File: src/design/rds_pkg.sv
// Shared types, constants and helpers for the reaction-diffusion rate unit.
`default_nettype none
package rds_pkg;

   // Grid and number format
   localparam int GRID_SIZE = 128;
   localparam int FRAC_BITS = 24;
   localparam int COORD_W   = 7;
   localparam int ADDR_W    = 14;
   localparam int CELLS     = GRID_SIZE * GRID_SIZE;
   localparam int DATA_W    = 32;
   localparam int RATE_W    = 31;
   localparam int WIDE_W    = 60;
   localparam int STEN_W    = 40;
   localparam int LIMB_W    = 32;
   localparam int PROD_W    = 4 * LIMB_W;
   localparam int NUM_W     = DATA_W + 1 + FRAC_BITS;
   localparam int DEN_W     = 58;
   localparam int FETCHES   = 9;
   localparam int STEPS     = 11;

   localparam logic [WIDE_W-1:0] WIDE_LIMIT = WIDE_W'(1) << 56;

   // Opcodes, status codes, register indexes
   localparam logic OP_LOAD = 1'b0;
   localparam logic OP_EVAL = 1'b1;

   localparam logic [1:0] STAT_OK   = 2'd0;
   localparam logic [1:0] STAT_SAT  = 2'd1;
   localparam logic [1:0] STAT_ZERO = 2'd2;

   localparam logic [2:0] REG_CARRY   = 3'd0;
   localparam logic [2:0] REG_SATUR   = 3'd1;
   localparam logic [2:0] REG_SCALE   = 3'd2;
   localparam logic [2:0] REG_INV     = 3'd3;
   localparam logic [2:0] REG_GROWTH  = 3'd4;
   localparam logic [2:0] REG_DIFFUSE = 3'd5;
   localparam logic [2:0] REG_LAPLACE = 3'd6;

   typedef struct packed {
      logic                     opcode;
      logic [COORD_W-1:0]       row;
      logic [COORD_W-1:0]       col;
      logic signed [DATA_W-1:0] prey_value;
      logic signed [DATA_W-1:0] predator_value;
   } req_type;

   typedef struct packed {
      logic signed [DATA_W-1:0] prey_rate;
      logic signed [DATA_W-1:0] predator_rate;
      logic [1:0]               status;
   } rsp_type;

   typedef enum logic [2:0] {
      S_IDLE,
      S_FETCH,
      S_CALC,
      S_WAIT,
      S_OUT
   } state_type;

   // Order of the fixed point operations of one evaluation
   typedef enum logic [3:0] {
      P_LAPU,
      P_LAPV,
      P_SU,
      P_T1,
      P_LOG,
      P_DIV,
      P_T2,
      P_PT,
      P_A,
      P_B,
      P_VV
   } step_type;

   typedef struct packed {
      logic                     done;
      logic                     sat;
      logic signed [WIDE_W-1:0] result;
   } mul_out_type;

   typedef struct packed {
      logic             done;
      logic [NUM_W-1:0] quot;
   } div_out_type;

   // Periodic coordinate step: c + d - 2 modulo the grid size
   function automatic logic [COORD_W-1:0] wrap_coord(logic [COORD_W-1:0] c, logic [2:0] d);
      logic [COORD_W+1:0] s;
      s = (COORD_W+2)'(c) + (COORD_W+2)'(GRID_SIZE) + (COORD_W+2)'(d) - (COORD_W+2)'(2);
      return COORD_W'(s % GRID_SIZE);
   endfunction

   function automatic logic [ADDR_W-1:0] cell_addr(logic [COORD_W-1:0] r,
                                                   logic [COORD_W-1:0] c);
      return ADDR_W'(r) * ADDR_W'(GRID_SIZE) + ADDR_W'(c);
   endfunction

   // Stencil read order: center, four along rows, four along columns
   function automatic logic [ADDR_W-1:0] fetch_addr(logic [COORD_W-1:0] r,
                                                    logic [COORD_W-1:0] c,
                                                    logic [3:0] k);
      logic [2:0] d;
      case (k)
         4'd1, 4'd5: d = 3'd0;
         4'd2, 4'd6: d = 3'd1;
         4'd3, 4'd7: d = 3'd3;
         4'd4, 4'd8: d = 3'd4;
         default:    d = 3'd2;
      endcase
      if (k >= 4'd1 && k <= 4'd4) begin
         return cell_addr(wrap_coord(r, d), c);
      end
      return cell_addr(r, wrap_coord(c, d));
   endfunction

   // Weighted stencil tap: -60 at center (both axes), 16 one away, -1 two away
   function automatic logic signed [STEN_W-1:0] sten_term(logic signed [DATA_W-1:0] t,
                                                         logic [3:0] k);
      logic signed [STEN_W-1:0] te;
      te = STEN_W'(t);
      case (k)
         4'd0:                      return (te <<< 2) - (te <<< 6);
         4'd2, 4'd3, 4'd6, 4'd7:    return te <<< 4;
         default:                   return -te;
      endcase
   endfunction

   function automatic logic [WIDE_W-1:0] wide_mag(logic signed [WIDE_W-1:0] a);
      return a[WIDE_W-1] ? WIDE_W'(-a) : WIDE_W'(a);
   endfunction

   function automatic logic sat32_over(logic signed [WIDE_W-1:0] v);
      return (v > WIDE_W'(32'sh7fffffff)) || (v < WIDE_W'(-64'sh80000000));
   endfunction

   function automatic logic signed [DATA_W-1:0] sat32(logic signed [WIDE_W-1:0] v);
      if (v > WIDE_W'(32'sh7fffffff)) begin
         return 32'sh7fffffff;
      end
      if (v < WIDE_W'(-64'sh80000000)) begin
         return -32'sh80000000;
      end
      return DATA_W'(v);
   endfunction

endpackage
`default_nettype wire

File: src/design/rds_fmul.sv
// Fixed point multiplier: four 32x32 partial products, truncate and clamp.
`default_nettype none
module rds_fmul
   import rds_pkg::*;
(
   input  wire logic                     clock,
   input  wire logic                     reset,
   input  wire logic                     start,
   input  wire logic signed [WIDE_W-1:0] op_a,
   input  wire logic signed [WIDE_W-1:0] op_b,
   output mul_out_type                   mul_out
);
   logic [2*LIMB_W-1:0]      ua_ff, ub_ff;
   logic                     neg_ff;
   logic                     run_ff;
   logic [2:0]               cnt_ff;
   logic [2*LIMB_W-1:0]      pp_ff;
   logic [1:0]               sh_ff;
   logic [PROD_W-1:0]        acc_ff;
   logic                     done_ff;
   logic                     sat_ff;
   logic signed [WIDE_W-1:0] result_ff;

   logic [LIMB_W-1:0]           la, lb;
   logic [PROD_W-1:0]           pp_shift;
   logic [PROD_W-FRAC_BITS-1:0] trunc;
   logic                        over;
   logic [WIDE_W-1:0]           mres;

   // Pick limbs, align the partial product, truncate and clamp
   always_comb begin
      la    = cnt_ff[1] ? ua_ff[2*LIMB_W-1:LIMB_W] : ua_ff[LIMB_W-1:0];
      lb    = cnt_ff[0] ? ub_ff[2*LIMB_W-1:LIMB_W] : ub_ff[LIMB_W-1:0];
      pp_shift = PROD_W'(pp_ff) << (LIMB_W * sh_ff);
      trunc = acc_ff[PROD_W-1:FRAC_BITS];
      over  = trunc > (PROD_W-FRAC_BITS)'(WIDE_LIMIT);
      mres  = over ? WIDE_LIMIT : trunc[WIDE_W-1:0];
   end

   // Sequence: products on counts 0..3, accumulate on 1..4, finish on 5
   always_ff @(posedge clock) begin
      if (reset) begin
         run_ff  <= 1'b0;
         cnt_ff  <= '0;
         done_ff <= 1'b0;
      end else begin
         done_ff <= 1'b0;
         if (start) begin
            run_ff <= 1'b1;
            cnt_ff <= '0;
         end else if (run_ff) begin
            cnt_ff <= cnt_ff + 3'd1;
            if (cnt_ff == 3'd5) begin
               run_ff  <= 1'b0;
               done_ff <= 1'b1;
            end
         end
      end
   end

   // Datapath
   always_ff @(posedge clock) begin
      if (start) begin
         ua_ff  <= (2*LIMB_W)'(wide_mag(op_a));
         ub_ff  <= (2*LIMB_W)'(wide_mag(op_b));
         neg_ff <= op_a[WIDE_W-1] ^ op_b[WIDE_W-1];
         acc_ff <= '0;
      end else if (run_ff) begin
         if (cnt_ff <= 3'd3) begin
            pp_ff <= la * lb;
            sh_ff <= 2'(cnt_ff[0]) + 2'(cnt_ff[1]);
         end
         if (cnt_ff >= 3'd1 && cnt_ff <= 3'd4) begin
            acc_ff <= acc_ff + pp_shift;
         end
         if (cnt_ff == 3'd5) begin
            sat_ff    <= over;
            result_ff <= neg_ff ? -$signed(mres) : $signed(mres);
         end
      end
   end

   assign mul_out.done   = done_ff;
   assign mul_out.sat    = sat_ff;
   assign mul_out.result = result_ff;
endmodule
`default_nettype wire

File: config.mk
export PLATFORM = sky130hd
export DESIGN_NAME = rds_fmul
export DESIGN_NICKNAME = d
export VERILOG_FILES = /design/src/design/rds_pkg.sv /design/src/design/rds_fmul.sv
export SDC_FILE = /design/constraint.sdc
export NUM_CORES = 2
export LEC_CHECK = 0
export BUFFER_PORTS_ARGS = -buffer_cell sky130_fd_sc_hd__buf_2
export CORE_AREA = 3 3 305 307
export CTS_CLUSTER_SIZE = 25
export DETAILED_ROUTE_END_ITERATION = 8
export DIE_AREA = 0 0 308 310
export GPL_TIMING_DRIVEN = 0
export PLACE_DENSITY = 0.78
export SYNTH_ARGS = -nofsm -noshare
export SYNTH_HDL_FRONTEND = slang
export SYNTH_SLANG_ARGS = --single-unit
File: constraint.sdc
create_clock -name clock -period 22.4 [get_ports clock]
set_input_delay 5.6 -clock clock [delete_from_list [all_inputs] [get_ports clock]]
set_output_delay 5.6 -clock clock [all_outputs]
set_load 0.005 [all_outputs]
# [Yosys cells after proc, flatten, opt, wreduce, memory -nomap -nowiden]
# Index checks and enable logic that the tools add are counted.
# W data, S select, Z words.
[classes] n_addsub=6 n_mul=1 order_cmp=4 n_eq_ne=1 shift=1 mux=10 n_bitwise=3 reduce_logical=6
[ops] operator="$neg A60 Y60" count=3
[ops] operator="$add A128 B128 Y128" count=1
[ops] operator="$shl A64 B7 Y128" count=1
[ops] operator="$mux W60" count=2
[ops] operator="$mux W59" count=2
[ops] operator="$gt A104 B57 Y1 const B" count=1
[ops] operator="$mul A32 B32 Y64" count=1
[ops] operator="$mux W32" count=2
[ops] operator="$reduce_and A3 Y1" count=2
[ops] operator="$mux W1" count=4
[ops] operator="$add A3 B1 Y3 const B" count=1
[ops] operator="$eq A3 B3 Y1 const B" count=1
[ops] operator="$ge A3 B1 Y1 const B" count=1
[ops] operator="$le A3 B2 Y1 const B" count=1
[ops] operator="$le A3 B3 Y1 const B" count=1
[ops] operator="$reduce_or A3 Y1" count=1
[ops] operator="$add A1 B1 Y2" count=1
[ops] operator="$not A1 Y1" count=2
[ops] operator="$reduce_and A2 Y1" count=1
[ops] operator="$reduce_or A2 Y1" count=1
[ops] operator="$logic_and A1 B1 Y1" count=1
[ops] operator="$xor A1 B1 Y1" count=1
[word_totals] reg_bits=381 input_bits=123 output_inout_bits=62 elab_cells=45

# [Depth between registers and ports, before layout]
[logic_depth] depth_word=4 mapped_depth=35

# [Worst setup path after synthesis]
# OpenSTA, ideal clock, no wires.
[synth_path] kind="input -> register" startpoint="input port op_a[9]" endpoint="register ua_ff[55] (data pin)" setup_ns=0.260 arrival_time_ns=9.727 setup_slack_ns=12.414 cell_stages=12 path_buffers=1 cell_sequence="or4_4 -> or3_4 -> or3_4 -> or3_4 -> or4_4 -> or4_4 -> buf_6 -> or3_4 -> or4_4 -> or3_4 -> o31ai_2 -> xnor2_1"
[synth_via] elab_chain_len=2
[synth_rtl] item="start: declaration" line="rds_fmul.sv:9" text="input wire logic signed [WIDE_W-1:0] op_a,"
[synth_rtl] item="$neg A60 Y60" line="rds_pkg.sv:131" text="return a[WIDE_W-1] ? WIDE_W'(-a) : WIDE_W'(a);"
[synth_rtl] item="$mux W59" line="rds_pkg.sv:131"
[synth_rtl] item="end signal: assignment" line="rds_fmul.sv:64" text="ua_ff <= (2*LIMB_W)'(wide_mag(op_a));"
[synth_rtl] item="end: declaration" line="rds_fmul.sv:13" text="logic [2*LIMB_W-1:0] ua_ff, ub_ff;"
# No other way between the ends.
# A chain may end at the register's enable or synchronous reset.

# [Worst setup path in the final report]
[layout_path] startpoint="register cnt_ff[0]" endpoint="register pp_ff[62] (data pin)"
[layout_via] elab_chain_len=2
[layout_rtl] item="start: declaration" line="rds_fmul.sv:16" text="logic [2:0] cnt_ff;"
[layout_rtl] item="start signal: assignment" line="rds_fmul.sv:52" text="cnt_ff <= cnt_ff + 3'd1;"
[layout_rtl] item="$mux W32" line="rds_fmul.sv:33" text="lb = cnt_ff[0] ? ub_ff[2*LIMB_W-1:LIMB_W] : ub_ff[LIMB_W-1:0];"
[layout_rtl] item="$mul A32 B32 Y64" line="rds_fmul.sv:70" text="pp_ff <= la * lb;"
[layout_rtl] item="end signal: assignment" line="rds_fmul.sv:70"
[layout_rtl] item="end: declaration" line="rds_fmul.sv:17" text="logic [2*LIMB_W-1:0] pp_ff;"
# No other way between the ends.

==> results_dict.tcl <==
set metrics [dict create \
    avgSynthCellArea_um2 8.68 \
    antenna_left 0 \
    finalSetupViolCount 0 \
    antenna_found_initial 11 \
    synthCells 6757 \
    synth_top_area_cell "fa_1" \
    rows 110 \
    fin_skew_ns 0.0268 \
    dieArea_um2 95500 \
    hold_path.class "reg -> reg" \
    async_flop_share 0 \
    post-route-util 0.697 \
    violations "design-rule violations, max-capacitance violations, max-slew violations" \
    drc 16 \
    final_layout_size_suffix_gt1_frac 0.0552 \
    worst_slew_pin_slew_ns 1.65 \
    cts_buffers 45 \
    netlist.area_leader.share 0.306 \
    ys_ff_latch 381 \
    gp_congestion 1.18 \
    cts_sinks 381 \
    ys_warn_count 0 \
    dp_hpwl_mm 194 \
    core_area_um2 90300 \
    cp_slowest_stage_delay_ns 1.38 \
    ys_types 74 \
    syn_nets 8174 \
    cp_slowest_cell "mux2i_1" \
    wl_mm 241 \
    ys_seq_area_frac 0.172 \
    initial_core_util 0.650 \
    grt_pass1_vias 54635 \
    crit_required_ns 22.76 \
    grt_pass1_wl_mm 350 \
    cp_common_cell "fa_1" \
    finalCritPeriodShare 0.592 \
    syn_area_um2 58700 \
    drv_slew 65 \
    grt_max_degree 79 \
    wl_per_cell_um 29.3 \
    cts-root-buf "clkbuf_16" \
    cts_hold_buf 0 \
    clk_latency_ns 0.69 \
    finalSetupTns_ns 0 \
    cts_resized 0 \
    gr-total-overflow 0 \
    die_w_um 308 \
    grt_setup_unrepaired "false" \
    synth-main-ff-cell "edfxtp_1" \
    io_buffers 182 \
    placed_cells 8131 \
    drtPass1Iterations 9 \
    synth_edf_count 248 \
    finalNetCount 8421 \
    fin_cells 8229 \
    synthTopCellsByArea "fa_1 (31%), edfxtp_1 (13%), ha_1 (8.5%)" \
    via_per_inst 6.56 \
    vias 54014 \
    fin_crit_ns 13.27 \
    clk_path_buf_depth 3 \
    worstSetupPathType "reg -> reg" \
    cts_tree "done" \
    first_iter_violations 7136 \
    yosysMostFrequentCell "inv_1" \
    htree_levels 2 \
    startpoint_type "flop" \
    track_usage 0.510 \
    drv_cap 10 \
    synth_common_cells "inv_1 (986), fa_1 (897), nand2_1 (861)" \
    critPathMaxFanout 10 \
    die_height_um 310 \
    post-cts-setup-buffers 0 \
    syn_to_final_growth_pct 7.35 \
    status "complete, but fails checks" \
    hold_viol 0 \
    maxClockFrequency_ghz 0.0754 \
    cts.clk_slew.worst_paths_ns 0.07 \
    critPathArrivalTime_ns 13.63 \
    crit_path_end_kind "flop" \
    slew_headroom -0.135 \
    ios 185 \
]
[layout by cell type (no fill, tap or decap), types with 93 or more instances in the layout]
master	Yosys	routed
ha_1	397	397
inv_1	986	986
buf_2	1	182
clkbuf_1	322	331
nor2_1	821	818
edfxtp_1	248	248
o21ai_0	255	255
fa_1	897	897
a21oi_1	375	375
xnor2_1	237	237
dfxtp_1	133	133
a21o_1	93	93
nand2_1	861	861
nand4_1	95	95
[cell type report]
| type | instances | area (um2) |
|---|---|---|
| multi-input cells | 5038 | 43600 |
| well taps | 1176 | 1470 |
| diodes | 12 | 30.0 |
| flip-flops and latches | 381 | 10100 |
| plain buffers | 349 | 1330 |
| clock inverters | 29 | 387 |
| repair buffers | 200 | 1170 |
| inverters | 989 | 3710 |
| clock buffers | 55 | 1170 |
| fillers | 6997 | 27300 |
[path summary, 6_finish.rpt]
path | start | endpoint | slack, ns | depth (start not counted)
setup / recovery | cnt_ff[0]$_SDFFE_PP0P_ | pp_ff[62]$_DFFE_PP_ | 9.13 | 31
hold / removal | acc_ff[13]$_SDFFE_PP0P_ | acc_ff[13]$_SDFFE_PP0P_ | 0.46 | 2
setup reg to reg | cnt_ff[0]$_SDFFE_PP0P_ | pp_ff[62]$_DFFE_PP_ | 9.13 | 31
hold reg to reg | acc_ff[13]$_SDFFE_PP0P_ | acc_ff[13]$_SDFFE_PP0P_ | 0.46 | 2
[metal layers]
metal	global-route usage	up-vias	share of wire
met5	0.00495	-	0.00024
met2	0.766	4227	0.42
met1	0.542	25971	0.31
met3	0.197	1454	0.14
met4	0.510	4	0.14
li1	-	22358	-
[sequential cells by signal (all words and copies together), names as in the netlist]
| signal | cells |
|---|---|
| acc_ff | 128 |
| result_ff | 60 |
| sat_ff | 1 |
| ua_ff | 60 |
| sh_ff | 2 |
| neg_ff | 1 |
| pp_ff | 64 |
| run_ff | 1 |
| ub_ff | 60 |
| done_ff | 1 |
| cnt_ff | 3 |
[worst max-delay path, delay by kind of cell, from the launching register on]
kind	cells	cell delay (ns)
buf+inv	9	3.18
fa+ha+maj	9	4.70
xor+xnor	1	0.67
simple gates	6	1.31
mux	1	1.38
compound gates	5	1.33
flops	1	0.36
[stage by stage]
step	area, um2	hold slack (ns)	setup slack (ns)
floorplan	58700	0.436	12.41
global placement	61000	0.442	9.96
detailed placement	61300	0.452	9.76
CTS	62900	0.461	9.74
global route	62900	0.483	9.11
finish	63000	0.460	9.13
[cell families after synthesis]
| kind of cell | Yosys count | share of synthesized area |
|---|---|---|
| flip-flops | 381 | 0.172 |
| AO/OA/AOI/OAI | 1074 | 0.113 |
| multiplexers | 143 | 0.0255 |
| adder cells (fa/ha/maj) | 1294 | 0.391 |
| buffers and inverters | 1338 | 0.0859 |
| XOR/XNOR | 328 | 0.0490 |
| AND/OR/NAND/NOR | 2199 | 0.163 |
Power is left out: the tool's default activity adds up to more than one toggle a clock period on the data nets, which glitch-free logic cannot reach.
