$ cat src/design/rds_pkg.sv
// Shared types, constants and helpers for the reaction-diffusion rate unit.
`default_nettype none
package rds_pkg;

   // Grid and number format
   localparam int GRID_SIZE = 128;
   localparam int FRAC_BITS = 24;
   localparam int COORD_W   = 7;
   localparam int ADDR_W    = 14;
   localparam int CELLS     = GRID_SIZE * GRID_SIZE;
   localparam int DATA_W    = 32;
   localparam int RATE_W    = 31;
   localparam int WIDE_W    = 60;
   localparam int STEN_W    = 40;
   localparam int LIMB_W    = 32;
   localparam int PROD_W    = 4 * LIMB_W;
   localparam int NUM_W     = DATA_W + 1 + FRAC_BITS;
   localparam int DEN_W     = 58;
   localparam int FETCHES   = 9;
   localparam int STEPS     = 11;

   localparam logic [WIDE_W-1:0] WIDE_LIMIT = WIDE_W'(1) << 56;

   // Opcodes, status codes, register indexes
   localparam logic OP_LOAD = 1'b0;
   localparam logic OP_EVAL = 1'b1;

   localparam logic [1:0] STAT_OK   = 2'd0;
   localparam logic [1:0] STAT_SAT  = 2'd1;
   localparam logic [1:0] STAT_ZERO = 2'd2;

   localparam logic [2:0] REG_CARRY   = 3'd0;
   localparam logic [2:0] REG_SATUR   = 3'd1;
   localparam logic [2:0] REG_SCALE   = 3'd2;
   localparam logic [2:0] REG_INV     = 3'd3;
   localparam logic [2:0] REG_GROWTH  = 3'd4;
   localparam logic [2:0] REG_DIFFUSE = 3'd5;
   localparam logic [2:0] REG_LAPLACE = 3'd6;

   typedef struct packed {
      logic                     opcode;
      logic [COORD_W-1:0]       row;
      logic [COORD_W-1:0]       col;
      logic signed [DATA_W-1:0] prey_value;
      logic signed [DATA_W-1:0] predator_value;
   } req_type;

   typedef struct packed {
      logic signed [DATA_W-1:0] prey_rate;
      logic signed [DATA_W-1:0] predator_rate;
      logic [1:0]               status;
   } rsp_type;

   typedef enum logic [2:0] {
      S_IDLE,
      S_FETCH,
      S_CALC,
      S_WAIT,
      S_OUT
   } state_type;

   // Order of the fixed point operations of one evaluation
   typedef enum logic [3:0] {
      P_LAPU,
      P_LAPV,
      P_SU,
      P_T1,
      P_LOG,
      P_DIV,
      P_T2,
      P_PT,
      P_A,
      P_B,
      P_VV
   } step_type;

   typedef struct packed {
      logic                     done;
      logic                     sat;
      logic signed [WIDE_W-1:0] result;
   } mul_out_type;

   typedef struct packed {
      logic             done;
      logic [NUM_W-1:0] quot;
   } div_out_type;

   // Periodic coordinate step: c + d - 2 modulo the grid size
   function automatic logic [COORD_W-1:0] wrap_coord(logic [COORD_W-1:0] c, logic [2:0] d);
      logic [COORD_W+1:0] s;
      s = (COORD_W+2)'(c) + (COORD_W+2)'(GRID_SIZE) + (COORD_W+2)'(d) - (COORD_W+2)'(2);
      return COORD_W'(s % GRID_SIZE);
   endfunction

   function automatic logic [ADDR_W-1:0] cell_addr(logic [COORD_W-1:0] r,
                                                   logic [COORD_W-1:0] c);
      return ADDR_W'(r) * ADDR_W'(GRID_SIZE) + ADDR_W'(c);
   endfunction

   // Stencil read order: center, four along rows, four along columns
   function automatic logic [ADDR_W-1:0] fetch_addr(logic [COORD_W-1:0] r,
                                                    logic [COORD_W-1:0] c,
                                                    logic [3:0] k);
      logic [2:0] d;
      case (k)
         4'd1, 4'd5: d = 3'd0;
         4'd2, 4'd6: d = 3'd1;
         4'd3, 4'd7: d = 3'd3;
         4'd4, 4'd8: d = 3'd4;
         default:    d = 3'd2;
      endcase
      if (k >= 4'd1 && k <= 4'd4) begin
         return cell_addr(wrap_coord(r, d), c);
      end
      return cell_addr(r, wrap_coord(c, d));
   endfunction

   // Weighted stencil tap: -60 at center (both axes), 16 one away, -1 two away
   function automatic logic signed [STEN_W-1:0] sten_term(logic signed [DATA_W-1:0] t,
                                                         logic [3:0] k);
      logic signed [STEN_W-1:0] te;
      te = STEN_W'(t);
      case (k)
         4'd0:                      return (te <<< 2) - (te <<< 6);
         4'd2, 4'd3, 4'd6, 4'd7:    return te <<< 4;
         default:                   return -te;
      endcase
   endfunction

   function automatic logic [WIDE_W-1:0] wide_mag(logic signed [WIDE_W-1:0] a);
      return a[WIDE_W-1] ? WIDE_W'(-a) : WIDE_W'(a);
   endfunction

   function automatic logic sat32_over(logic signed [WIDE_W-1:0] v);
      return (v > WIDE_W'(32'sh7fffffff)) || (v < WIDE_W'(-64'sh80000000));
   endfunction

   function automatic logic signed [DATA_W-1:0] sat32(logic signed [WIDE_W-1:0] v);
      if (v > WIDE_W'(32'sh7fffffff)) begin
         return 32'sh7fffffff;
      end
      if (v < WIDE_W'(-64'sh80000000)) begin
         return -32'sh80000000;
      end
      return DATA_W'(v);
   endfunction

endpackage
`default_nettype wire

$ cat src/design/rds_div.sv
// Restoring divider, one quotient bit per cycle.
`default_nettype none
module rds_div
   import rds_pkg::*;
(
   input  wire logic             clock,
   input  wire logic             reset,
   input  wire logic             start,
   input  wire logic [NUM_W-1:0] dividend,
   input  wire logic [DEN_W-1:0] divisor,
   output div_out_type           div_out
);
   localparam int CNT_W = $clog2(NUM_W + 1);

   logic [NUM_W-1:0] quo_ff;
   logic [DEN_W-1:0] rem_ff;
   logic [DEN_W-1:0] den_ff;
   logic [CNT_W-1:0] cnt_ff;
   logic             run_ff;
   logic             done_ff;

   logic [DEN_W:0] trial;
   logic           fits;

   // Shift in the next dividend bit and trial subtract
   always_comb begin
      trial = {rem_ff, quo_ff[NUM_W-1]};
      fits  = trial >= (DEN_W+1)'(den_ff);
   end

   always_ff @(posedge clock) begin
      if (reset) begin
         run_ff  <= 1'b0;
         done_ff <= 1'b0;
         cnt_ff  <= '0;
      end else begin
         done_ff <= 1'b0;
         if (start) begin
            run_ff <= 1'b1;
            cnt_ff <= CNT_W'(NUM_W);
         end else if (run_ff) begin
            cnt_ff <= cnt_ff - CNT_W'(1);
            if (cnt_ff == CNT_W'(1)) begin
               run_ff  <= 1'b0;
               done_ff <= 1'b1;
            end
         end
      end
   end

   always_ff @(posedge clock) begin
      if (start) begin
         quo_ff <= dividend;
         rem_ff <= '0;
         den_ff <= divisor;
      end else if (run_ff) begin
         rem_ff <= fits ? DEN_W'(trial - (DEN_W+1)'(den_ff)) : DEN_W'(trial);
         quo_ff <= {quo_ff[NUM_W-2:0], fits};
      end
   end

   assign div_out.done = done_ff;
   assign div_out.quot = quo_ff;
endmodule
`default_nettype wire

$ cat config.mk
export PLATFORM = sky130hd
export DESIGN_NAME = rds_div
export DESIGN_NICKNAME = d
export VERILOG_FILES = /design/src/design/rds_pkg.sv /design/src/design/rds_div.sv
export SDC_FILE = /design/constraint.sdc
export NUM_CORES = 1
export LEC_CHECK = 0
export BUFFER_PORTS_ARGS = -buffer_cell sky130_fd_sc_hd__buf_2
export CAP_MARGIN = 20
export CORE_UTILIZATION = 40
export CTS_CLUSTER_SIZE = 20
export DETAILED_ROUTE_END_ITERATION = 8
export HOLD_SLACK_MARGIN = 0.1
export PLACE_DENSITY = 0.61
export SKIP_CTS_REPAIR_TIMING = 1
export SYNTH_ARGS = -nofsm -noshare
export SYNTH_HDL_FRONTEND = slang
export SYNTH_SLANG_ARGS = --single-unit
$ cat constraint.sdc
create_clock -name clock -period 5.9 [get_ports clock]
set_clock_uncertainty 0.2 [all_clocks]
set_input_delay 0.295 -clock clock [delete_from_list [all_inputs] [get_ports clock]]
set_output_delay 0.295 -clock clock [all_outputs]
set_load 0.1 [all_outputs]
## Word-level counts from Yosys, hierarchy flattened

Index checks and enable logic that the tools add are counted.

- Register bits after elaboration: 181
- Input port bits: 118
- Word-level logic and storage cells: 24

- Add/sub/neg operators: 2
- Order comparisons: 1
- Equal/unequal tests: 1
- Multiplexer cells: 9
- Bitwise logic cells: 1
- Reductions and logical operators: 3

Operators by type and width:

| operator | count |
|---|---|
| 2-to-1 mux 57 bit | 2 |
| greater-or-equal comparator 59 x 58 -> 1 bit | 1 |
| 2-to-1 mux 58 bit | 1 |
| subtractor 58 bit | 1 |
| 2-to-1 mux 6 bit | 2 |
| == test 6 x 1 -> 1 bit (second input constant) | 1 |
| subtractor 6 x 1 -> 6 bit (second input constant) | 1 |
| 2-to-1 mux 1 bit | 4 |
| OR reduction 3 bit | 1 |
| nonzero test 2 bit | 1 |
| OR reduction 2 bit | 1 |
| NOT 1 bit | 1 |

## Logic depth before layout (Yosys ltp)

Gate-level depths: netlist of the first run.

- Depth in word-level cells: 4
- Depth in mapped cells: 16
- Depth with buffers taken out: 15

## Least setup slack after synthesis of the first run

OpenSTA, ideal clock, no wires.

- Path type: register to register
- Start: register quo_ff[56]
- End: register rem_ff[56]
- Arrival time: 3.567 ns
- Required time: 5.609 ns
- Setup slack: 2.042 ns
- Cell stages (with the launch flop): 16
- Cells stage by stage: edfxtp_1 -> inv_1 -> ha_1 -> inv_1 -> fa_1 -> a21oi_1 -> nand4b_1 -> a21oi_1 -> nor3_2 -> a31o_2 -> nand4_2 -> a31o_2 -> a221oi_2 -> o2111a_1 -> o31ai_1 -> a311oi_1

- Word-level cells in the longest chain between the ends: 2
- Elaborated cells on any way between the ends: 3

Ends and longest elaborated chain:

| item | RTL line | text |
|---|---|---|
| from (decl) | rds_div.sv:15 | `logic [NUM_W-1:0] quo_ff;` |
| from (signal assigned) | rds_div.sv:53 | `quo_ff <= dividend;` |
| from (signal assigned) | rds_div.sv:58 | `quo_ff <= {quo_ff[NUM_W-2:0], fits};` |
| subtractor 58 bit or greater-or-equal comparator 59 x 58 -> 1 bit (tied branches) | rds_div.sv:57, rds_div.sv:28 |  |
| 2-to-1 mux 58 bit (*) | rds_div.sv:57 | `rem_ff <= fits ? DEN_W'(trial - (DEN_W+1)'(den_ff)) : DEN_W'(trial);` |
| to (signal assigned) | rds_div.sv:57 |  |
| to (decl) | rds_div.sv:16 | `logic [DEN_W-1:0] rem_ff;` |

Every way passes the cells marked *; elsewhere a longest branch is shown, timed or not.
A chain may end at the register's enable or synchronous reset.

## Worst setup path after layout of the first run

- Start: register den_ff[4]
- End: register rem_ff[57]

- Word-level cells in the longest chain between the ends: 2
- Elaborated cells on any way between the ends: 3

Ends and longest elaborated chain:

| item | RTL line | text |
|---|---|---|
| from (decl) | rds_div.sv:17 | `logic [DEN_W-1:0] den_ff;` |
| from (signal assigned) | rds_div.sv:55 | `den_ff <= divisor;` |
| subtractor 58 bit or greater-or-equal comparator 59 x 58 -> 1 bit (tied branches) | rds_div.sv:57, rds_div.sv:28 |  |
| 2-to-1 mux 58 bit (*) | rds_div.sv:57 |  |

Marked as above.

==> results of run 1 <==
critical path, stage by stage, from the launching register on:
cell and delay [ns]:
sky130_fd_sc_hd__edfxtp_1 0.34, sky130_fd_sc_hd__inv_1 0.06, sky130_fd_sc_hd__ha_1 0.35, sky130_fd_sc_hd__nand3_1 0.15, sky130_fd_sc_hd__o21bai_1 0.25, sky130_fd_sc_hd__a21oi_1 0.30
sky130_fd_sc_hd__a2111oi_2 0.12, sky130_fd_sc_hd__nor2_1 0.35, sky130_fd_sc_hd__a21o_1 0.21, sky130_fd_sc_hd__a21oi_4 0.09, sky130_fd_sc_hd__o21ai_4 0.67, sky130_fd_sc_hd__buf_4 0.44
sky130_fd_sc_hd__o21ai_0 0.13, sky130_fd_sc_hd__a211oi_1 0.25, sky130_fd_sc_hd__o21a_1 0.15
per-layer routing:
metal / GRT usage / vias up / wire [um]
met5: 0 / - / 0
met4: 0.0584 / 0 / 421
met3: 0.0534 / 28 / 1430
met2: 0.308 / 239 / 12800
met1: 0.238 / 4081 / 12500
li1: - / 4418 / -
worst max-delay path by stage:
stage,endpoint,from,slack (ns)
after floorplan,rem_ff[56],quo_ff[56],2.04
after global routing,rem_ff[56],den_ff[13],1.29
after global placement,rem_ff[12],den_ff[4],1.87
after CTS,rem_ff[4],den_ff[4],1.71
after detailed placement,rem_ff[4],den_ff[4],1.75
final,rem_ff[57],den_ff[4],1.78
registers in the layout, indices dropped and copies added, names as in the netlist:
register  flops
rem_ff       58
den_ff       58
cnt_ff        6
done_ff       1
quo_ff       57
run_ff        1
layout make-up:
| cell class | instances | area (um2) | share of cell area |
|---|---|---|---|
| multi-input combinational | 749 | 5460 | 0.401 |
| sequential | 181 | 4780 | 0.351 |
| timing repair buffer | 297 | 2090 | 0.153 |
| clock buffer | 17 | 425 | 0.0312 |
| tap | 335 | 419 | 0.0308 |
| inverter | 79 | 297 | 0.0218 |
| clock inverter | 15 | 160 | 0.0118 |
power by group through the flow:
stage	clock network [mW]	logic, mW	registers (mW)
floorplan	0	0.745	1.87
detailed placement	0	1.29	1.59
global route	1.24	1.47	1.58
finish	1.16	1.36	1.56
CTS	1.19	1.30	1.56
global placement	0	1.28	1.59
kinds of logic after synthesis:
kind of cell             Yosys count  synth area share
AO/OA/AOI/OAI                    275             0.175
AND/OR/NAND/NOR                  257             0.113
flip-flops                       181             0.442
buffers and inverters            141            0.0534
multiplexers                     100            0.0995
adder cells (fa/ha/maj)           61            0.0713
XOR/XNOR                          56            0.0454
layout by cell type, fill, tap and decap left out, types with 4 or more instances in the layout:
master | Yosys | layout
sky130_fd_sc_hd__nor4_1 | 5 | 5
sky130_fd_sc_hd__xor2_1 | 26 | 26
sky130_fd_sc_hd__o21a_1 | 8 | 8
sky130_fd_sc_hd__o21ai_0 | 34 | 34
sky130_fd_sc_hd__inv_6 | 0 | 4
sky130_fd_sc_hd__nor2b_1 | 8 | 8
sky130_fd_sc_hd__o21ai_1 | 4 | 4
sky130_fd_sc_hd__buf_2 | 5 | 174
sky130_fd_sc_hd__inv_8 | 0 | 4
sky130_fd_sc_hd__edfxtp_1 | 115 | 115
sky130_fd_sc_hd__buf_4 | 4 | 6
sky130_fd_sc_hd__clkbuf_16 | 0 | 17
sky130_fd_sc_hd__a21o_1 | 38 | 38
sky130_fd_sc_hd__a31oi_1 | 9 | 9
sky130_fd_sc_hd__dlygate4sd3_1 | 0 | 116
sky130_fd_sc_hd__a211oi_1 | 51 | 51
sky130_fd_sc_hd__a21oi_1 | 68 | 68
sky130_fd_sc_hd__nor2_1 | 96 | 96
sky130_fd_sc_hd__nand3_1 | 21 | 21
sky130_fd_sc_hd__mux2i_1 | 41 | 41
sky130_fd_sc_hd__nor3_1 | 10 | 10
sky130_fd_sc_hd__o21bai_1 | 13 | 13
sky130_fd_sc_hd__inv_1 | 79 | 79
sky130_fd_sc_hd__nand4_1 | 11 | 11
sky130_fd_sc_hd__nand3b_1 | 4 | 4
sky130_fd_sc_hd__and2_1 | 5 | 5
sky130_fd_sc_hd__and3_1 | 6 | 6
sky130_fd_sc_hd__nand2b_1 | 8 | 8
sky130_fd_sc_hd__nand2_1 | 61 | 61
sky130_fd_sc_hd__o211ai_1 | 7 | 7
sky130_fd_sc_hd__mux2_2 | 59 | 59
sky130_fd_sc_hd__and4_1 | 5 | 5
sky130_fd_sc_hd__dfxtp_1 | 66 | 65
sky130_fd_sc_hd__xnor2_1 | 30 | 30
sky130_fd_sc_hd__o31ai_1 | 5 | 5
sky130_fd_sc_hd__ha_1 | 60 | 60
metrics by stage:
| stage | area, um2 | setup slack (ns) |
|---|---|---|
| 3_5_place_dp | 11900 | 1.75 |
| 3_3_place_gp | 11900 | 1.87 |
| 2_1_floorplan | 10800 | 2.04 |
| 5_1_grt | 13600 | 1.29 |
| 4_1_cts | 12500 | 1.71 |
| 6_report | 13600 | 1.78 |
==> impl_metrics.ini, run 1 <==
[run_status]
outcome = finished, violations left
violations = design-rule violations

[routing]
drtIter0Drc = 554
via_count = 8766
drt_first_pass_iters = 7
routed_via_density = 5.24
drt-total-wl_um = 27100
routed_wire_length_per_instance_um = 16.2
remaining_drc_errors = 7
antenna_violating_nets_post_route = 0

[global_routing]
first_global_vias = 8263
grt_overflow_total = 0
antenna_found_initial = 0
pin_count_of_the_biggest_net_entering_global_routing = 79
wire_length_of_the_first_global_routing_pass_um = 41700
gr-usage-all-layers = 0.188

[yosys]
ys_ff_latch = 181
postSynth.topFlopCell = sky130_fd_sc_hd__edfxtp_1
share_of_synthesized_area_occupied_by_flip_flops_and_latches = 0.442
number_of_enable_type_register_cells_in_the_synthesized_netlist = 115
synth_cells = 1071
yosysUniqueCellTypes = 72
yosys.area.top_type = sky130_fd_sc_hd__edfxtp_1
synth_area_leaders = sky130_fd_sc_hd__edfxtp_1 32%, sky130_fd_sc_hd__dfxtp_1 12%, sky130_fd_sc_hd__ha_1 6.9%, sky130_fd_sc_hd__mux2_2 6.1%, sky130_fd_sc_hd__mux2i_1 3.8%
synth_area_um2 = 10800
asyncSetResetFlopFracSynth = 0
synth.net_count = 1250
synth.top_cells.by_count = 115 x sky130_fd_sc_hd__edfxtp_1, 96 x sky130_fd_sc_hd__nor2_1, 79 x sky130_fd_sc_hd__inv_1, 68 x sky130_fd_sc_hd__a21oi_1, 66 x sky130_fd_sc_hd__dfxtp_1
yosys.cell_count.top_type = sky130_fd_sc_hd__edfxtp_1
ys.warnings.count = 0
area_fraction_of_the_dominant_cell_type_after_synthesis = 0.320
postSynthAreaPerCell_um2 = 10.1

[setup_path]
cp_data_arrival_time_ns = 4.32
worstReg2RegEnd = rem_ff[57]
r2r-start = den_ff[4]
endpoint_kind = register
timing.critical_path.from_type = register
setup.reg_to_reg.worst_slack_ns = 1.78
worstPathRequired_ns = 6.09
setup.worst_path.class = reg2reg
path_max_fanout = 27
worstRegToRegCells = 14

[worst_hold_path]
worstHoldStart = start
hold_class = in2reg
worst_hold_path_cell_count = 1
min_delay_worst_endpoint = den_ff[55]

[timing]
setup_violations = 0
finalWorstPathRequiredPeriod_ns = 4.12
fin_setup_tns_ns = 0
report.final.slew_viol_count = 0
grt_setup_unrepaired = no
timing.final.hold_violations = 0
timing_worst_slew_pin_value_ns = 0.839
max_clock_freq_mhz = 243
slew_headroom = 0.439
final.hold.worst_slack_ns = 0.193
fin_crit_sh = 0.699

[power_and_ir_drop]
power_density_nw_per_um2 = 299
intPower_mw = 2.56
share_seq_of_total_power = 0.383
sw_frac_of_total = 0.371
total_power_mw = 4.08
max-vdd-ir-drop_mv = 0.222
combPwrFrac = 0.333
share_clk_of_total_power = 0.284
p_leak_nw = 5.90
switching_power_mw = 1.51

[clock_tree]
htreeDepth = 4
clock_tree_from_tritoncts = built
cts_inserted_buffers = 17
tritoncts_num_sinks = 181
clk_root_buffer_cell = sky130_fd_sc_hd__clkbuf_16
cts.clk_slew.worst_paths_ns = 0.07
skew_pair_late_insertion_delay_ns = 0.44
buffers_from_clock_root_to_sink_at_most = 2

[final_layout]
insertedDiodeCount = 0
finish.net_count = 1504
layout-drive-gt1-share = 0.217
instances_no_fill = 1673
areaGrowthSynthToFinish_pct = 26.1
finalCoreUtilization = 0.519
filler_cell_count = 2404

[placed_design]
io_buffers = 175
dp_cells = 1525
globalplace.congestion = 0.862
detailed_place_hpwl_um = 18400

[job]
drv.max_cap_violation_count = 0

[floorplan]
top_level_ports = 176
initial_utilization = 0.411
coreArea_um2 = 26300
die_width_um = 166
die_area_um2 = 27700
core.rowCount = 59
floorplan.die.height_um = 166
Power figures use the tool's default switching activity.
==> run 2, diff against run 1 <==
- ABC_AREA: not set -> 1
- PLACE_DENSITY: 0.61 -> 0.6
- clock period: 5.9 -> 3.84 ns (I/O delays scaled with it)
==> impl_metrics.ini, run 2 <==
[clock_tree]
clock_tree_from_tritoncts = built
skew_pair_late_insertion_delay_ns = 0.47
cts_inserted_buffers = 17
tritoncts_num_sinks = 181
buffers_from_clock_root_to_sink_at_most = 2
clk_root_buffer_cell = sky130_fd_sc_hd__clkbuf_16
cts.clk_slew.worst_paths_ns = 0.08
htreeDepth = 4

[timing]
timing_worst_slew_pin_value_ns = 0.758
finalWorstPathRequiredPeriod_ns = 2.95
max_clock_freq_mhz = 339
fin_setup_tns_ns = 0
setup_violations = 0
grt_setup_unrepaired = no
timing.final.hold_violations = 0
slew_headroom = 0.495
fin_crit_sh = 0.769
report.final.slew_viol_count = 0

[global_routing]
gr-usage-all-layers = 0.248
antenna_found_initial = 0
grt_overflow_total = 0
pin_count_of_the_biggest_net_entering_global_routing = 61
first_global_vias = 11400
wire_length_of_the_first_global_routing_pass_um = 60400

[yosys]
yosys.area.top_type = sky130_fd_sc_hd__edfxtp_1
synth.top_cells.by_count = 784 x sky130_fd_sc_hd__nand2_1, 324 x sky130_fd_sc_hd__inv_1, 172 x sky130_fd_sc_hd__nor2_1, 115 x sky130_fd_sc_hd__edfxtp_1, 112 x sky130_fd_sc_hd__nand3_1
postSynthAreaPerCell_um2 = 6.59
ys_ff_latch = 181
synth_cells = 1904
dominant_combinational_cell_family_by_area_after_synthesis = simple AND/OR/NAND/NOR gates
synth_area_in_simple_gates = 0.373
area_fraction_of_the_dominant_cell_type_after_synthesis = 0.275
asyncSetResetFlopFracSynth = 0
synthMuxAreaShare = 0
synth_fa_ha_area_frac = 0.0614
share_of_synthesized_area_occupied_by_flip_flops_and_latches = 0.381
synth_area_um2 = 12500
number_of_enable_type_register_cells_in_the_synthesized_netlist = 115
postSynth.topFlopCell = sky130_fd_sc_hd__edfxtp_1
ys.warnings.count = 0
yosys.cell_count.top_type = sky130_fd_sc_hd__nand2_1
synth_xor_xnor_area_share = 0.0202
yosysUniqueCellTypes = 41
synth_compound_gate_area_share = 0.0428
synth.net_count = 2083
synth_area_leaders = sky130_fd_sc_hd__edfxtp_1 28%, sky130_fd_sc_hd__nand2_1 23%, sky130_fd_sc_hd__dfxtp_1 11%, sky130_fd_sc_hd__inv_1 9.7%, sky130_fd_sc_hd__ha_1 6.0%

[placed_design]
globalplace.congestion = 1.02
detailed_place_hpwl_um = 30000
io_buffers = 175

[final_layout]
layout-drive-gt1-share = 0.121
layout_top_registers = den_ff x58, rem_ff x58, quo_ff x57
final_common_cell = sky130_fd_sc_hd__nand2_1
highest_count_cells_in_the_layout_ignoring_fill_and_taps = 784 x sky130_fd_sc_hd__nand2_1, 323 x sky130_fd_sc_hd__inv_1, 174 x sky130_fd_sc_hd__buf_2, 170 x sky130_fd_sc_hd__nor2_1, 117 x sky130_fd_sc_hd__dlygate4sd3_1
areaGrowthSynthToFinish_pct = 24.3
finish.net_count = 2366
insertedDiodeCount = 0
filler_cell_count = 3169

[floorplan]
top_level_ports = 176
core.rowCount = 64
floorplan.die.height_um = 179
die_width_um = 179
coreArea_um2 = 30700
die_area_um2 = 32100
initial_utilization = 0.408

[routing]
drt_first_pass_iters = 8
via_count = 12500
routed_via_density = 4.83
drt-total-wl_um = 39600
drtIter0Drc = 1000
antenna_violating_nets_post_route = 0
routed_wire_length_per_instance_um = 15.2
remaining_drc_errors = 4

[setup_path]
worstReg2RegEnd = rem_ff[49]
cp_data_arrival_time_ns = 3.12
critical_path_most_common_cell = sky130_fd_sc_hd__nand2_1
cp_num_cells = 14
endpoint_kind = register
setup.reg_to_reg.worst_slack_ns = 0.89
path_max_fanout = 42
critical_path_buf_inv_count = 3
timing.critical_path.from_type = register
cp_top_family = simple AND/OR/NAND/NOR gates
setup.worst_path.class = reg2reg
worstRegToRegCells = 14
critical-path-slowest-cell = sky130_fd_sc_hd__ha_1
worstPathRequired_ns = 4.01
max_stage_delay_ns = 0.38
r2r-start = den_ff[22]
crit_chain = inv_1 -> ha_1 -> nand2_1 -> nor2_2 -> inv_2 -> nor2_1 -> nand2_2 -> nor3_2 -> nand3_2 -> nand3_4 -> buf_12 -> nand3_1 -> nand2_1 -> nand2_1

[power_and_ir_drop]
p_leak_nw = 8.09
total_power_mw = 5.20
power_density_nw_per_um2 = 333
max-vdd-ir-drop_mv = 0.325

[run_status]
outcome = finished, violations left
violations = design-rule violations

[worst_hold_path]
worstHoldStart = divisor[4]
min_delay_worst_endpoint = den_ff[4]
hold_class = in2reg
worst_hold_path_cell_count = 2

[job]
drv.max_cap_violation_count = 0
[run 2: power by group]
| group | switching, mW | leakage (nW) | internal (mW) | total (mW) |
|---|---|---|---|---|
| Combinational | 0.845 | 6.12 | 0.295 | 1.14 |
| Clock | 0.922 | 0.281 | 0.870 | 1.79 |
| Sequential | 0.0581 | 1.69 | 2.21 | 2.27 |
| Total | 1.83 | 8.09 | 3.38 | 5.20 |
[run 2: cells by family (layout without fill, tap and decap cells)]
family	after synthesis	count (layout)
buffers and inverters	388	684
AOI/OAI and AO/OA	97	97
and+or+nand+nor	1148	1148
xor gates and xnor gates	29	29
adders and majority gates	61	61
DFF	181	181
[run 2: metrics by stage]
stage                      util  setup WS, ns  cell area [um2]  hold WS [ns]  instances
after floorplan               -         0.701            12500        0.0611       1904
after global placement    0.450         0.970            13800         0.168       2447
after detailed placement  0.450         0.949            13800         0.170       2447
after CTS                 0.469         0.933            14400        -0.327       2479
after global routing      0.507         0.722            15600         0.230       2596
final                     0.507         0.888            15600         0.234       2596
[run 2: worst max path at each step]
stage | startpoint | slack [ns] | to
2_1_floorplan | run_ff | 0.70 | quo_ff[0]
3_3_place_gp | den_ff[21] | 0.97 | rem_ff[49]
3_5_place_dp | den_ff[21] | 0.95 | rem_ff[49]
4_1_cts | den_ff[21] | 0.93 | rem_ff[49]
5_1_grt | den_ff[9] | 0.72 | rem_ff[49]
6_report | den_ff[22] | 0.89 | rem_ff[49]
[run 2: layer usage]
layer  track usage  share of wire
met4        0.0855          0.023
met5             0              0
met1         0.342           0.48
met3        0.0464          0.062
met2         0.385           0.44
[run 2: layout make-up]
class	instances	area, um2	share of cell area
Multi-Input combinational cell	1335	6260	0.401
Timing Repair Buffer	304	2160	0.139
Inverter	348	1310	0.0837
Tap cell	396	495	0.0318
Clock inverter	15	171	0.0110
Clock buffer	17	425	0.0273
Sequential cell	181	4770	0.306
==> run 3, diff against run 2 <==
- PLACE_DENSITY: 0.6 -> 0.62
- clock period: 3.84 -> 2.53 ns (I/O delays scaled with it)
==> impl_metrics.ini, run 3 (synthesized netlist as in run 2, its figures left out) <==
[setup_path]
timing.critical_path.from_type = register
critical_path_buf_inv_count = 5
endpoint_kind = register
critical-path-slowest-cell = sky130_fd_sc_hd__edfxtp_1
worstPathRequired_ns = 2.68
path_max_fanout = 7
worstRegToRegCells = 16
cp_data_arrival_time_ns = 2.74
crit_chain = inv_1 -> ha_4 -> nand2_4 -> nor2_4 -> inv_2 -> nor2_4 -> nand2_2 -> nor3_4 -> nand3_2 -> nand3_4 -> buf_12 -> buf_8 -> buf_4 -> nand3_2 -> nand2_1 -> nand2_1
cp_num_cells = 16
r2r-start = den_ff[27]
worstReg2RegEnd = rem_ff[41]
setup.reg_to_reg.worst_slack_ns = -0.06
setup.worst_path.class = reg2reg
cp_top_family = simple AND/OR/NAND/NOR gates
max_stage_delay_ns = 0.34

[placed_design]
pre_cts_slack_ns = -0.232
post_place_instance_area_um2 = 15800
dp_cells = 2681
detailed_place_hpwl_um = 33300
globalplace.congestion = 1.03
io_buffers = 175

[final_layout]
layout-drive-gt1-share = 0.308
final_common_cell = sky130_fd_sc_hd__nand2_1
sequential_cell_area_um2 = 4770
areaGrowthSynthToFinish_pct = 51.6
layout_top_registers = den_ff x58, rem_ff x58, quo_ff x57
highest_count_cells_in_the_layout_ignoring_fill_and_taps = 713 x sky130_fd_sc_hd__nand2_1, 299 x sky130_fd_sc_hd__inv_1, 259 x sky130_fd_sc_hd__buf_4, 174 x sky130_fd_sc_hd__buf_2, 139 x sky130_fd_sc_hd__nor2_1
multiInputGateArea_um2 = 7540
filler_cell_count = 2812
instances_no_fill = 2862
final_design_area_no_fill_um2 = 19000
finish.net_count = 2631

[routing]
drtIter0Drc = 960
drt-total-wl_um = 45800
antenna_violating_nets_post_route = 0
routed_via_density = 4.84
remaining_drc_errors = 8
routed_wire_length_per_instance_um = 16.0
drt_first_pass_iters = 7
via_count = 13900

[timing]
fin_setup_tns_ns = -0.225
postLayoutSetupSlackWorst_ns = -0.0647
setup_violations = 10
slew_headroom = 0.562
max_clock_freq_mhz = 385
timing_worst_slew_pin_value_ns = 0.657
report.final.slew_viol_count = 0
finalWorstPathRequiredPeriod_ns = 2.59
grt_setup_unrepaired = yes
fin_crit_sh = 1.03
timing.final.hold_violations = 0

[worst_hold_path]
min_delay_worst_endpoint = den_ff[2]
worst_hold_path_cell_count = 2
worstHoldStart = divisor[2]
hold_class = in2reg

[power_and_ir_drop]
power_density_nw_per_um2 = 443
total_power_mw = 8.43
max-vdd-ir-drop_mv = 0.592
p_leak_nw = 9.59

[clock_tree]
htreeDepth = 4
cts.clk_slew.worst_paths_ns = 0.08
tritoncts_num_sinks = 181
buffers_from_clock_root_to_sink_at_most = 2
clock_tree_from_tritoncts = built
clk_root_buffer_cell = sky130_fd_sc_hd__clkbuf_16
skew_pair_late_insertion_delay_ns = 0.47
cts_inserted_buffers = 17

[run_status]
violations = design-rule violations, negative setup slack
outcome = finished, violations left

[floorplan]
die_width_um = 179
coreArea_um2 = 30700
initial_utilization = 0.408
floorplan.die.height_um = 179
core.rowCount = 64
top_level_ports = 176
die_area_um2 = 32100

[global_routing]
pin_count_of_the_biggest_net_entering_global_routing = 48
grt_overflow_total = 0
antenna_found_initial = 1
wire_length_of_the_first_global_routing_pass_um = 65400
gr-usage-all-layers = 0.269
first_global_vias = 12400

[job]
drv.max_cap_violation_count = 0
-- run 3: final cells by class --
class | instances | area share
sequential | 181 | 0.251
inverter | 348 | 0.0688
antenna | 1 | 0.000132
timing repair buffer | 569 | 0.225
multi-input combinational | 1335 | 0.397
clock buffer | 17 | 0.0224
clock inverter | 15 | 0.00954
tap | 396 | 0.0261
-- run 3: worst max path at each step --
stage                           from  slack, ns          to
final                     den_ff[27]      -0.06  rem_ff[41]
after global routing      den_ff[24]      -0.19  rem_ff[43]
after CTS                 den_ff[24]      -0.25  rem_ff[35]
after detailed placement  den_ff[24]      -0.23  rem_ff[46]
after global placement    den_ff[24]      -0.25  rem_ff[50]
after floorplan           quo_ff[56]      -0.19  rem_ff[20]
-- run 3: per-layer routing --
| metal | GRT usage | up-vias | routed length (um) |
|---|---|---|---|
| met4 | 0.0643 | 0 | 944 |
| met5 | 0 | - | 0 |
| met1 | 0.376 | 6358 | 21400 |
| met3 | 0.0424 | 56 | 2510 |
| met2 | 0.429 | 469 | 21000 |
| li1 | - | 6969 | - |
-- run 3: report_power, final --
group / switching (mW) / internal, mW / total [mW]
combinational: 1.43 / 0.705 / 2.14
sequential: 0.102 / 3.36 / 3.46
clock: 1.41 / 1.42 / 2.83
total: 2.94 / 5.49 / 8.43
-- run 3: through the flow --
stage | hold WS (ns) | utilization
floorplan | -0.00443 | -
global placement | 0.102 | 0.514
detailed placement | 0.105 | 0.514
CTS | -0.391 | 0.534
global route | 0.154 | 0.618
finish | 0.170 | 0.618
